**src/rtl/core/skvt_pkg.sv**
```systemverilog
// Package for the sorted key/value table: sizes, the command and result
// transfer types, the status codes and the token that travels along the cells.
// Depends on nothing.
package skvt_pkg;

	localparam int TABLE_DEPTH = 256;
	localparam int KEY_BITS    = 32;
	localparam int VALUE_BITS  = 32;
	localparam int IDX_W       = $clog2(TABLE_DEPTH);
	localparam int COUNT_W     = $clog2(TABLE_DEPTH + 1);

	typedef enum logic [1:0] {
		ST_LOOKUP   = 2'd0,
		ST_UPDATED  = 2'd1,
		ST_INSERTED = 2'd2,
		ST_DROPPED  = 2'd3
	} status_t;

	typedef enum logic {
		MODE_LOOKUP = 1'b0,
		MODE_UPSERT = 1'b1
	} mode_t;

	typedef struct packed {
		mode_t                 mode;
		logic [KEY_BITS-1:0]   key;
		logic [VALUE_BITS-1:0] value;
	} cmd_t;

	typedef struct packed {
		logic                  found;
		logic [VALUE_BITS-1:0] value_out;
		status_t               status;
		logic [COUNT_W-1:0]    entry_count;
	} result_t;

	typedef struct packed {
		logic                  act;
		mode_t                 mode;
		logic                  full;
		logic                  pending;
		logic                  found;
		logic [KEY_BITS-1:0]   key;
		logic [VALUE_BITS-1:0] value;
		logic [VALUE_BITS-1:0] rdval;
	} tok_t;

endpackage

```
**src/rtl/core/skvt_cell.sv**
```systemverilog
// One cell of the table: holds a single key/value entry and passes the
// travelling token on to its neighbour through a register, in the next cycle.
// Depends on skvt_pkg.
module skvt_cell (
	input  logic                       clk,
	input  logic                       arst_n,
	input  logic [skvt_pkg::IDX_W-1:0]   idx,
	input  logic [skvt_pkg::COUNT_W-1:0] used,
	input  skvt_pkg::tok_t             tok_in,
	output skvt_pkg::tok_t             tok_out
);
	import skvt_pkg::*;

	logic [KEY_BITS-1:0]   key_q;
	logic [VALUE_BITS-1:0] val_q;
	logic                  occupied;
	logic                  at_end;
	logic                  eq;
	logic                  gt;
	logic                  wr;
	logic [KEY_BITS-1:0]   wkey;
	logic [VALUE_BITS-1:0] wval;
	tok_t                  tok_d;

	assign occupied = ({1'b0, idx} < used);
	assign at_end   = ({1'b0, idx} == used);
	assign eq       = occupied && (key_q == tok_in.key);
	assign gt       = occupied && (key_q > tok_in.key);

	// A new pair displaces every larger entry, which then travels on in the
	// token until it lands in the first empty cell.
	always_comb begin
		tok_d = tok_in;
		wr    = 1'b0;
		wkey  = tok_in.key;
		wval  = tok_in.value;
		if (tok_in.act) begin
			if (tok_in.mode == MODE_LOOKUP) begin
				if (eq) begin
					tok_d.found = 1'b1;
					tok_d.rdval = val_q;
				end
			end else if (tok_in.pending) begin
				if (eq) begin
					wr            = 1'b1;
					wkey          = key_q;
					tok_d.found   = 1'b1;
					tok_d.pending = 1'b0;
				end else if (!tok_in.full) begin
					if (gt) begin
						wr          = 1'b1;
						tok_d.key   = key_q;
						tok_d.value = val_q;
					end else if (at_end) begin
						wr            = 1'b1;
						tok_d.pending = 1'b0;
					end
				end
			end
		end
	end

	always_ff @(posedge clk) begin
		if (wr) begin
			key_q <= wkey;
			val_q <= wval;
		end
	end

	always_ff @(posedge clk or negedge arst_n) begin
		if (!arst_n) begin
			tok_out.act <= 1'b0;
		end else begin
			tok_out <= tok_d;
		end
	end

endmodule
```
**config.mk**
```make
export PLATFORM = sky130hd
export DESIGN_NAME = skvt_cell
export DESIGN_NICKNAME = d
export VERILOG_FILES = /design/src/rtl/core/skvt_pkg.sv /design/src/rtl/core/skvt_cell.sv
export SDC_FILE = /design/constraint.sdc
export NUM_CORES = 1
export LEC_CHECK = 0
export ABC_AREA = 1
export BUFFER_PORTS_ARGS = -buffer_cell sky130_fd_sc_hd__buf_2
export CORE_MARGIN = 4
export CORE_UTILIZATION = 30
export CTS_BUF_LIST = sky130_fd_sc_hd__clkbuf_4
export DETAILED_ROUTE_END_ITERATION = 10
export GPL_ROUTABILITY_DRIVEN = 0
export PLACE_DENSITY = 0.53
export REMOVE_ABC_BUFFERS = 1
export SYNTH_ARGS = -nofsm -noshare
export SYNTH_HDL_FRONTEND = slang
export SYNTH_SLANG_ARGS = --single-unit
```
**constraint.sdc**
```tcl
create_clock -name clk -period 6.4 [get_ports clk]
set_input_delay 0.96 -clock clk [delete_from_list [all_inputs] [get_ports clk]]
set_output_delay 0.96 -clock clk [all_outputs]
set_load 0.005 [all_outputs]
```
==> flow_summary_export.csv, run 1 <==
group,metric,value,unit
routing,detail_route.iter0.violations,315,
floorplanning,floorplan.rows,59,
logic_synthesis,synth_compound_gate_area_share,5.48,%
clock_tree,cts_post_setup_buffers_inserted,0,
clock_tree,clk_pin_slew_worst_paths,0.15,ns
grt,globalRouteTotalUtil,13.9,%
logic_synthesis,yosysUniqueCellTypes,29,
logic_synthesis,synth_top_cell_by_area,"sky130_fd_sc_hd__edfxtp_1",
timing,setup_tns,0,ns
worst_hold_path,min_path_type,"in2reg",
power_and_ir_drop,power.density,221,nW/um^2
layout,post_route_cells_drive_above_1_share,34.8,%
routing,drt_pre_antenna_iters,5,
timing,max-slew-margin-rel,36.3,%
grt,grt_overflow_total,0,
critical_path,cp_data_required_time,6.61,ns
critical_path,crit_path_end_kind,"register",
logic_synthesis,yosysWarningCount,0,
place,port_buffers,220,
floorplanning,start_util,30.4,%
critical_path,critPathLaunch,"tok_in[95]",
timing,fin_crit,3.67,ns
logic_synthesis,post_synth_fa_ha_maj_area_fraction,6.36,%
layout,number_of_nets_in_the_final_layout,1059,
timing,final.setup_skew,0.0309,ns
floorplanning,core_area,25900,sq um
grt,maximum_number_of_pins_on_one_net_before_global_route_repair,67,
power_and_ir_drop,p_int,1.54,mW
clock_tree,clock_latency,0.55,ns
floorplanning,die_w,170,um
logic_synthesis,yosys.area_share.xor_xnor,0,%
clock_tree,cts_root_buf,"sky130_fd_sc_hd__clkbuf_4",
timing,worst-slew-pin-transition,0.955,ns
routing,routedWlPerCell,16.3,um
logic_synthesis,synth_top_family_by_area,"simple AND/OR/NAND/NOR gates",
critical_path,critPathLaunchType,"input port",
power_and_ir_drop,switching_power,0.570,mW
run_status,outcome,"completed",
grt,grt_pass1_wl,31.1,mm
logic_synthesis,synthesis.area,7880,sq um
grt,via_count_of_the_first_global_routing_pass,5618,
power_and_ir_drop,vdd.ir_drop.worst,0.0799,mV
run,maxCapViolations,0,
routing,route.detailed.drc,0,
timing,finalMaxSlewViolations,0,
logic_synthesis,ff_latch_count_synth,165,
clock_tree,cts.sinks,165,
critical_path,worst_r2r_path_depth,10,
logic_synthesis,synth_enable_flop_cells,164,
power_and_ir_drop,switching_share,27.0,%
logic_synthesis,post_synth_inst_count,688,
logic_synthesis,post_synth_most_frequent_cells,"199 x sky130_fd_sc_hd__nand2_1, 164 x sky130_fd_sc_hd__edfxtp_1, 82 x sky130_fd_sc_hd__inv_1",
power_and_ir_drop,totalPowerFinal,2.11,mW
power_and_ir_drop,seq_power_share,59.5,%
timing,fin_crit_sh,57.3,%
floorplanning,fp.dieH,170,um
logic_synthesis,ys_async_sr_fraction,0.606,%
timing,rsz0062_at_grt,"no",
logic_synthesis,synth.yosys.seq_area_share,62.9,%
routing,drt-vias-per-instance,4.54,
logic_synthesis,synthFlopType,"sky130_fd_sc_hd__edfxtp_1",
clock_tree,clock_path_buffers,2,
routing,num_vias,5670,
floorplanning,pin_count,221,
clock_tree,cts.htree.levels,4,
critical_path,rr_endpoint,"key_q[14]",
timing,timing.fmax,0.273,GHz
routing,postRouteWirelength,20.4,mm
timing,timing_hold_violations_final,0,
clock_tree,holdBufCountCts,0,
critical_path,worst_path_arrival,3.88,ns
routing,detail-route-antenna-nets,0,
critical_path,worst-path-max-fanout,66,
place,dp.final_hpwl,13.1,mm
clock_tree,cts-buffers-inserted,17,
logic_synthesis,syn_area_per_cell,11.4,sq um
critical_path,crit_end,"key_q[14]",
power_and_ir_drop,p_clk_share,29.3,%
clock_tree,clock_tree_from_tritoncts,"done",
clock_tree,cts.repair.resized,0,
critical_path,critical_path_class,"in2reg",
power_and_ir_drop,power.share.combinational,11.1,%
critical_path,origin_of_the_critical_flop_to_flop_path,"key_q[31]",
power_and_ir_drop,leakage,4.34,nW
logic_synthesis,yosysMostFrequentCell,"sky130_fd_sc_hd__nand2_1",
logic_synthesis,netlist.area_leader.share,62.5,%
grt,antenna_found_initial,4,
logic_synthesis,synthTopCellsByArea,"sky130_fd_sc_hd__edfxtp_1 63%, sky130_fd_sc_hd__nand2_1 9.5%, sky130_fd_sc_hd__ha_1 6.4%",
floorplanning,die_area,28900,sq um
timing,setup_viol,0,
logic_synthesis,share_of_synthesized_area_spent_on_multiplexers,0,%
critical_path,ff2ff_setup_slack,2.84,ns
logic_synthesis,synthSimpleGateAreaFrac,18.2,%
layout,syn2layout_area_growth,20.8,%
[power by group through the flow]
stage | Sequential, mW | Clock (mW) | Combinational (mW)
2_1_floorplan | 1.29 | 0 | 0.0912
5_1_grt | 1.26 | 0.704 | 0.269
3_3_place_gp | 1.28 | 0 | 0.237
3_5_place_dp | 1.28 | 0 | 0.240
6_report | 1.25 | 0.618 | 0.235
4_1_cts | 1.25 | 0.654 | 0.241
[metrics by stage]
step | utilization, % | worst slack (ns) | std cells | hold WS, ns | instance area, sq um
after CTS | 36.7 | 2.66 | 1247 | 0.500 | 9510
after detailed placement | 35.6 | 2.01 | 1215 | 0.586 | 9230
after global routing | 36.7 | 2.43 | 1249 | 0.482 | 9520
final | 36.7 | 2.73 | 1249 | 0.585 | 9520
after floorplan | - | 0.00252 | 654 | 0.567 | 7630
after global placement | 35.6 | 2.09 | 1215 | 0.578 | 9230
[layout make-up]
class	count	area [sq um]
Fill cell	2641	16400
Sequential cell	165	4950
Multi-Input combinational cell	404	2400
Timing Repair Buffer	226	1150
Tap cell	335	419
Inverter	85	319
Clock inverter	15	150
Clock buffer	17	128
Antenna cell	2	5.00
[critical path: stages]
cell,delay [ns]
sky130_fd_sc_hd__buf_2,0.09
sky130_fd_sc_hd__inv_1,0.04
sky130_fd_sc_hd__ha_1,0.29
sky130_fd_sc_hd__nand2_1,0.09
sky130_fd_sc_hd__nor2_2,0.14
sky130_fd_sc_hd__nand2_1,0.11
sky130_fd_sc_hd__nor2_1,0.18
sky130_fd_sc_hd__nand2_1,0.09
sky130_fd_sc_hd__nand2_2,0.09
sky130_fd_sc_hd__nand3_4,0.71
sky130_fd_sc_hd__a21oi_4,0.68
sky130_fd_sc_hd__buf_4,0.41
[layer usage]
layer,part of all wire [%],track usage (%)
met5,0.14,0
met4,0.92,3.65
met3,8.3,4.20
met2,46,22.5
met1,45,18.5
[cell usage in the layout, fill, tap and decap left out, drive strengths merged]
master and instances:
nand4 67, nand2 209, nor3 1, o21a 2
a21oi 21, diode 2, clkinv 8, o21ai 35
ha 40, a31o 1, clkinvlp 3, buf 226
clkbuf 17, nor2 20, nand3b 2, a21o 1
edfxtp 164, nand3 5, bufinv 1, dfrtp 1
inv 88
[cell families after synthesis]
family | count (synthesis)
AND/OR/NAND/NOR | 304
AO/OA/AOI/OAI | 60
adder cells (fa/ha/maj) | 40
buffers and inverters | 119
flip-flops | 165
[how the worst min path moves through the flow]
stage	cells after the start	start	endpoint	slack, ns
2_1_floorplan	2	val_q[0]	tok_out[32]	0.57
3_3_place_gp	2	val_q[30]	tok_out[62]	0.58
3_5_place_dp	2	val_q[15]	tok_out[47]	0.59
4_1_cts	1	tok_in[100]	tok_out[100]	0.50
5_1_grt	1	tok_in[44]	val_q[12]	0.48
6_report	1	tok_in[100]	tok_out[100]	0.59
[registers in the layout (all words and copies together), names as in the netlist]
name	cells
tok_out	101
key_q	32
val_q	32
(Power assumes the default switching activity.)
==> run 2, diff against run 1 <==
==> constraint.sdc (replaced) <==
create_clock -name clk -period 3.6 [get_ports clk]
set_input_delay 0.54 -clock clk [delete_from_list [all_inputs] [get_ports clk]]
set_output_delay 0.54 -clock clk [all_outputs]
set_load 0.005 [all_outputs]
==> run 2 against run 1 <==
Clock-buffer cell count did not move. Non-clock buffer count rose by 3. Largest cell class unchanged. Hold slack got worse by 0.48 ns. Setup slack got worse by 1.7 ns. Critical path type is now reg2reg. Total power rose by 89%. Die area did not move. Global-route usage rose by 0.19 points. Combinational power rose by 79%.
==> flow_summary_export.csv, run 2 (synthesized netlist as in run 1, its figures left out) <==
group,metric,value,unit
run_status,outcome,"completed",
layout,final_cell_mix,"219 x sky130_fd_sc_hd__buf_2, 197 x sky130_fd_sc_hd__nand2_1, 164 x sky130_fd_sc_hd__edfxtp_1",
routing,route.detailed.drc,0,
critical_path,critical_path_class,"reg2reg",
critical_path,worst-path-max-fanout,64,
timing,max-slew-margin-rel,38.8,%
grt,antenna_found_initial,5,
critical_path,crit_end,"tok_out[31]",
critical_path,ff2ff_setup_slack,1.01,ns
place,post_dp_cell_area,9290,sq um
run,maxCapViolations,0,
critical_path,worstPathCellList,"ha_1, nand2_1, nor2_1, nand4_1, nor2_4, nand2_2, nor2_4, nand3b_4, buf_4, nand2_1, o21ai_2",
layout,stdcell_count,1250,
critical_path,origin_of_the_critical_flop_to_flop_path,"key_q[7]",
timing,finalMaxSlewViolations,0,
grt,grt_overflow_total,0,
floorplanning,fp.dieH,170,um
clock_tree,holdBufCountCts,0,
power_and_ir_drop,vdd.ir_drop.worst,0.216,mV
clock_tree,cts-buffers-inserted,17,
routing,detail_route.iter0.violations,280,
floorplanning,core_area,25900,sq um
worst_hold_path,min_path_type,"in2async",
floorplanning,die_area,28900,sq um
grt,globalRouteTotalUtil,14.1,%
layout,syn2layout_area_growth,22.4,%
critical_path,worst_path_arrival,2.87,ns
routing,routedWlPerCell,16.4,um
timing,worst-slew-pin-transition,0.919,ns
clock_tree,cts_post_setup_buffers_inserted,0,
clock_tree,clk_pin_slew_worst_paths,0.15,ns
grt,via_count_of_the_first_global_routing_pass,5791,
timing,setup_viol,0,
timing,fin_crit,2.59,ns
critical_path,timing.critical_path.slowest_cell_delay,0.43,ns
layout,reg_top3,"tok_out: 101 flops, key_q: 32 flops, val_q: 32 flops",
critical_path,rr_endpoint,"tok_out[31]",
clock_tree,clock_tree_from_tritoncts,"done",
critical_path,critical_path_top_delay_cell,"sky130_fd_sc_hd__edfxtp_1",
grt,maximum_number_of_pins_on_one_net_before_global_route_repair,102,
floorplanning,floorplan.rows,59,
layout,largest-register,"tok_out",
clock_tree,clock_latency,0.54,ns
timing,timing_hold_violations_final,0,
grt,grt_pass1_wl,31.8,mm
clock_tree,clock_path_buffers,2,
clock_tree,cts.repair.resized,0,
place,dp_cells,1218,
timing,final.setup_skew,0.0160,ns
routing,drt_pre_antenna_iters,4,
critical_path,crit_path_end_kind,"register",
critical_path,path_buf_inv,1,
layout,mostFrequentLayoutCell,"sky130_fd_sc_hd__buf_2",
power_and_ir_drop,power.density,412,nW/um^2
critical_path,path_delay_family,"simple AND/OR/NAND/NOR gates",
layout,largest_register_ffs,101,
routing,drt-vias-per-instance,4.48,
layout,post-route-cell-area,9640,sq um
clock_tree,cts.htree.levels,4,
routing,postRouteWirelength,20.5,mm
layout,post_route_cells_drive_above_1_share,35.0,%
critical_path,worst_r2r_path_depth,11,
critical_path,cp_data_required_time,3.88,ns
clock_tree,cts_root_buf,"sky130_fd_sc_hd__clkbuf_4",
layout,fillerInstances,2644,
place,dp.final_hpwl,13.1,mm
timing,rsz0062_at_grt,"no",
timing,timing.fmax,0.387,GHz
place,port_buffers,220,
critical_path,critPathLaunch,"key_q[7]",
floorplanning,pin_count,221,
floorplanning,die_w,170,um
power_and_ir_drop,leakage,4.41,nW
timing,fin_crit_sh,71.8,%
critical_path,critPathLaunchType,"register",
routing,detail-route-antenna-nets,0,
floorplanning,start_util,30.4,%
critical_path,cp_num_cells,11,
power_and_ir_drop,totalPowerFinal,3.97,mW
routing,num_vias,5601,
layout,number_of_nets_in_the_final_layout,1062,
clock_tree,cts.sinks,165,
run 2: cell count changes in the layout (fill, tap and decap cells not counted), moves of 2 or more:
cell	change
sky130_fd_sc_hd__clkinv_4	-2
sky130_fd_sc_hd__bufinv_16	+3
sky130_fd_sc_hd__buf_12	+3
sky130_fd_sc_hd__clkinvlp_4	-2
sky130_fd_sc_hd__inv_8	+2
run 2: routing by layer:
layer / vias up / global-route usage (%) / wire length [um]
li1: 2803 / - / -
met1: 2595 / 18.5 / 9320
met2: 176 / 23.4 / 9440
met3: 19 / 3.90 / 1550
met4: 8 / 3.44 / 170
met5: - / 0 / 42
run 2: how the worst min path moves through the flow:
stage / start / endpoint / cells after the start
2_1_floorplan: arst_n / tok_out[100] / 0
3_3_place_gp: val_q[10] / tok_out[42] / 2
3_5_place_dp: val_q[30] / tok_out[62] / 2
4_1_cts: arst_n / tok_out[100] / 2
5_1_grt: arst_n / tok_out[100] / 2
6_report: arst_n / tok_out[100] / 2
run 2: layout make-up:
class                      instances  area [sq um]  area share [%]
clock buffer                      17           128            1.32
tap                              335           419            4.35
multi-input combinational        404          2400            24.9
sequential                       165          4950            51.4
inverter                          85           319            3.31
timing repair buffer             229          1210            12.5
antenna                            1          2.50          0.0260
clock inverter                    14           214            2.22
run 2: power by group:
group / internal (mW) / leakage (nW) / switching, mW
registers: 2.21 / 1.57 / 0.0225
clock network: 0.574 / 0.179 / 0.749
logic: 0.168 / 2.66 / 0.253
total: 2.95 / 4.41 / 1.02
run 2: through the flow:
stage	TNS (ns)	setup slack (ns)	utilization (%)	hold WS, ns
6_report	0	1.01	37.2	0.101
5_1_grt	0	0.767	37.2	0.0522
4_1_cts	0	0.942	37.2	0.0475
3_5_place_dp	0	0.697	35.9	0.585
3_3_place_gp	0	0.746	35.9	0.579
2_1_floorplan	-159.11	-2.38	-	0.244
==> run 3, diff against run 2 <==
--- a/config.mk
+++ b/config.mk
@@ -5,7 +5,7 @@
 export SDC_FILE = /design/constraint.sdc
 export NUM_CORES = 1
 export LEC_CHECK = 0
-export ABC_AREA = 1
+export ABC_AREA = 0
 export BUFFER_PORTS_ARGS = -buffer_cell sky130_fd_sc_hd__buf_2
 export CORE_MARGIN = 4
 export CORE_UTILIZATION = 30
==> constraint.sdc (replaced) <==
create_clock -name clk -period 2.7 [get_ports clk]
set_input_delay 0.405 -clock clk [delete_from_list [all_inputs] [get_ports clk]]
set_output_delay 0.405 -clock clk [all_outputs]
set_load 0.005 [all_outputs]
==> run 3 against run 2 <==
The run now ends with negative setup slack left. Flip-flop and latch count unchanged. Setup slack lost 1.1 ns. Register-to-register slack worse by 1.1 ns. Final area grew 13%. Non-clock buffer count grew 111. Sequential share of layout area fell by 6.1 points. Maximum frequency is 7.0% lower. Largest cell class unchanged.
==> flow_summary_export.csv, run 3 <==
group,metric,value,unit
routing,route.detailed.drc,0,
critical_path,critPathLaunchType,"register",
logic_synthesis,yosysUniqueCellTypes,36,
clock_tree,clock_path_buffers,2,
routing,num_vias,4979,
run_status,outcome,"finished, violations left",
logic_synthesis,synth_enable_flop_cells,164,
routing,drt_pre_antenna_iters,4,
logic_synthesis,synthesis.area,7350,sq um
routing,detail-route-antenna-nets,0,
place,dp.final_hpwl,13.6,mm
layout,mostFrequentLayoutCell,"sky130_fd_sc_hd__buf_2",
power_and_ir_drop,p_int,3.74,mW
logic_synthesis,post_synth_most_frequent_cells,"164 x sky130_fd_sc_hd__edfxtp_1, 82 x sky130_fd_sc_hd__mux2_2, 43 x sky130_fd_sc_hd__inv_1",
grt,grt_overflow_total,0,
clock_tree,cts.htree.levels,4,
timing,fin_crit,2.78,ns
layout,largest-register,"tok_out",
clock_tree,cts_root_buf,"sky130_fd_sc_hd__clkbuf_4",
timing,fin_crit_sh,103,%
place,dp_worst_setup_slack,-0.214,ns
place,port_buffers,220,
critical_path,worst-path-max-fanout,7,
critical_path,critical_path_class,"reg2reg",
logic_synthesis,synthFlopType,"sky130_fd_sc_hd__edfxtp_1",
timing,timing.fmax,0.360,GHz
layout,largest_register_ffs,101,
floorplanning,floorplan.rows,57,
power_and_ir_drop,seq_power_share,58.6,%
timing,rsz0062_at_grt,"yes",
logic_synthesis,yosysMostFrequentCell,"sky130_fd_sc_hd__edfxtp_1",
critical_path,worst_path_arrival,3.09,ns
routing,drt-vias-per-instance,4.42,
power_and_ir_drop,switching_share,26.4,%
clock_tree,clk_pin_slew_worst_paths,0.16,ns
routing,routedWlPerCell,18.9,um
place,post_dp_cell_area,9170,sq um
place,dp_cells,1017,
timing,setup_viol,82,
clock_tree,clock_tree_from_tritoncts,"done",
layout,final_cell_mix,"219 x sky130_fd_sc_hd__buf_2, 164 x sky130_fd_sc_hd__edfxtp_1, 96 x sky130_fd_sc_hd__mux2_4",
critical_path,cp_data_required_time,3.01,ns
logic_synthesis,netlist.area_leader.share,67.0,%
power_and_ir_drop,power.density,464,nW/um^2
floorplanning,fp.dieH,165,um
floorplanning,die_area,27100,sq um
power_and_ir_drop,power.share.combinational,12.9,%
power_and_ir_drop,vdd.ir_drop.worst,0.237,mV
timing,final.setup_skew,0.0351,ns
grt,antenna_found_initial,3,
power_and_ir_drop,switching_power,1.34,mW
layout,stdcell_count,1126,
logic_synthesis,yosysWarningCount,0,
timing,worst-slew-pin-transition,0.357,ns
grt,globalRouteTotalUtil,14.3,%
run,maxCapViolations,0,
grt,grt_pass1_wl,28.9,mm
routing,detail_route.iter0.violations,227,
floorplanning,core_area,24200,sq um
timing,finalMaxSlewViolations,0,
layout,post-route-cell-area,10900,sq um
critical_path,crit_path_end_kind,"register",
floorplanning,pin_count,221,
grt,via_count_of_the_first_global_routing_pass,5114,
logic_synthesis,synthTopCellsByArea,"sky130_fd_sc_hd__edfxtp_1 67%, sky130_fd_sc_hd__mux2_2 13%, sky130_fd_sc_hd__ha_1 6.8%",
layout,syn2layout_area_growth,48.8,%
layout,reg_top3,"tok_out: 101 flops, key_q: 32 flops, val_q: 32 flops",
logic_synthesis,synth_top_cell_by_area,"sky130_fd_sc_hd__edfxtp_1",
logic_synthesis,synth.yosys.seq_area_share,67.3,%
floorplanning,die_w,165,um
routing,postRouteWirelength,21.3,mm
logic_synthesis,ys_async_sr_fraction,0.606,%
timing,timing_hold_violations_final,0,
run_status,violations,"negative setup slack",
logic_synthesis,syn_area_per_cell,16.8,sq um
logic_synthesis,ff_latch_count_synth,165,
critical_path,ff2ff_setup_slack,-0.08,ns
layout,post_route_cells_drive_above_1_share,56.1,%
clock_tree,cts-buffers-inserted,17,
clock_tree,cts.sinks,165,
clock_tree,clock_latency,0.55,ns
timing,setup_tns,-3.05,ns
layout,number_of_nets_in_the_final_layout,948,
logic_synthesis,post_synth_inst_count,438,
timing,final_critical_path_setup_slack,-0.0796,ns
timing,max-slew-margin-rel,76.2,%
floorplanning,start_util,30.4,%
power_and_ir_drop,p_clk_share,28.5,%
worst_hold_path,min_path_type,"in2reg",
grt,maximum_number_of_pins_on_one_net_before_global_route_repair,61,
power_and_ir_drop,leakage,4.84,nW
## run 3: changes by cell type after synthesis, moves of 6 or more
cell,change
sky130_fd_sc_hd__o21ai_2,-32
sky130_fd_sc_hd__nand2_2,-10
sky130_fd_sc_hd__o21ai_0,+8
sky130_fd_sc_hd__nand4_1,-58
sky130_fd_sc_hd__nor2_1,-6
sky130_fd_sc_hd__nand2_1,-190
sky130_fd_sc_hd__mux2_1,+14
sky130_fd_sc_hd__inv_1,-39
sky130_fd_sc_hd__mux2_2,+82
sky130_fd_sc_hd__buf_2,-15
sky130_fd_sc_hd__buf_8,+6
sky130_fd_sc_hd__buf_6,-9
## run 3: path summary, 6_finish.rpt
path                                 start      endpoint  cells past startpoint
worst max-delay path             key_q[13]   tok_out[72]                     11
worst min-delay path            tok_in[61]     val_q[29]                      1
worst max register to register   key_q[13]   tok_out[72]                     11
worst min register to register   key_q[18]   tok_out[82]                      1
max in group asynchronous           arst_n  tok_out[100]                      2
min in group asynchronous           arst_n  tok_out[100]                      2
## run 3: layer usage
layer	vias to the layer above	share of wire, %	track usage [%]
li1	2383	-	-
met1	2401	43	17.6
met2	174	49	25.0
met3	17	6.5	3.79
met4	4	0.90	3.71
met5	-	0.13	0
## run 3: logic make-up after synthesis
logic type	share of synthesized area, %
AOI/OAI and AO/OA	3.92
adders and majority gates	6.81
buffers and inverters	3.88
DFF	67.3
muxes	14.7
and+or+nand+nor	3.35
## run 3: final cells by class
type / count / area, sq um
clock buffer: 17 / 128
antenna: 1 / 2.50
sequential: 165 / 4950
clock inverter: 15 / 151
timing repair buffer: 340 / 2460
fill: 2203 / 13200
tap: 324 / 405
inverter: 43 / 161
multi-input combinational: 221 / 2670
## run 3: what timing repair did
item                       in CTS  in global routing
pin swaps                       6                  7
hold buffers                   44                  1
cloned                          5                  7
gates resized for setup        22                125
setup endpoints to repair     145                160
buffers inserted               11                 11
hold endpoints to repair       44                  1
## run 3: power groups by stage
stage,Sequential (mW),Clock (mW),Combinational (mW)
after floorplan,3.04,0,0.163
final,2.98,1.45,0.653
after CTS,2.98,1.53,0.585
after global placement,3.03,0,0.501
after detailed placement,3.04,0,0.509
after global routing,2.99,1.65,0.712
## run 3: per-stage QoR
step                      hold slack (ns)  utilization, %  power (mW)
after global routing             0.000927            45.2        5.35
after floorplan                     0.109               -        3.21
after global placement              0.326            37.9        3.53
after detailed placement            0.332            37.9        3.54
after CTS                         0.00313            42.3        5.09
final                              0.0805            45.2        5.08
## run 3: critical path, stage by stage (launching register included)
cell and delay (ns):
sky130_fd_sc_hd__edfxtp_1 0.43, sky130_fd_sc_hd__ha_1 0.31, sky130_fd_sc_hd__nand4_1 0.19, sky130_fd_sc_hd__nor4_1 0.33, sky130_fd_sc_hd__buf_4 0.16, sky130_fd_sc_hd__nand2b_1 0.14
sky130_fd_sc_hd__a21oi_4 0.07, sky130_fd_sc_hd__o21ai_4 0.22, sky130_fd_sc_hd__buf_6 0.13, sky130_fd_sc_hd__buf_8 0.11, sky130_fd_sc_hd__buf_16 0.14, sky130_fd_sc_hd__mux2_4 0.31
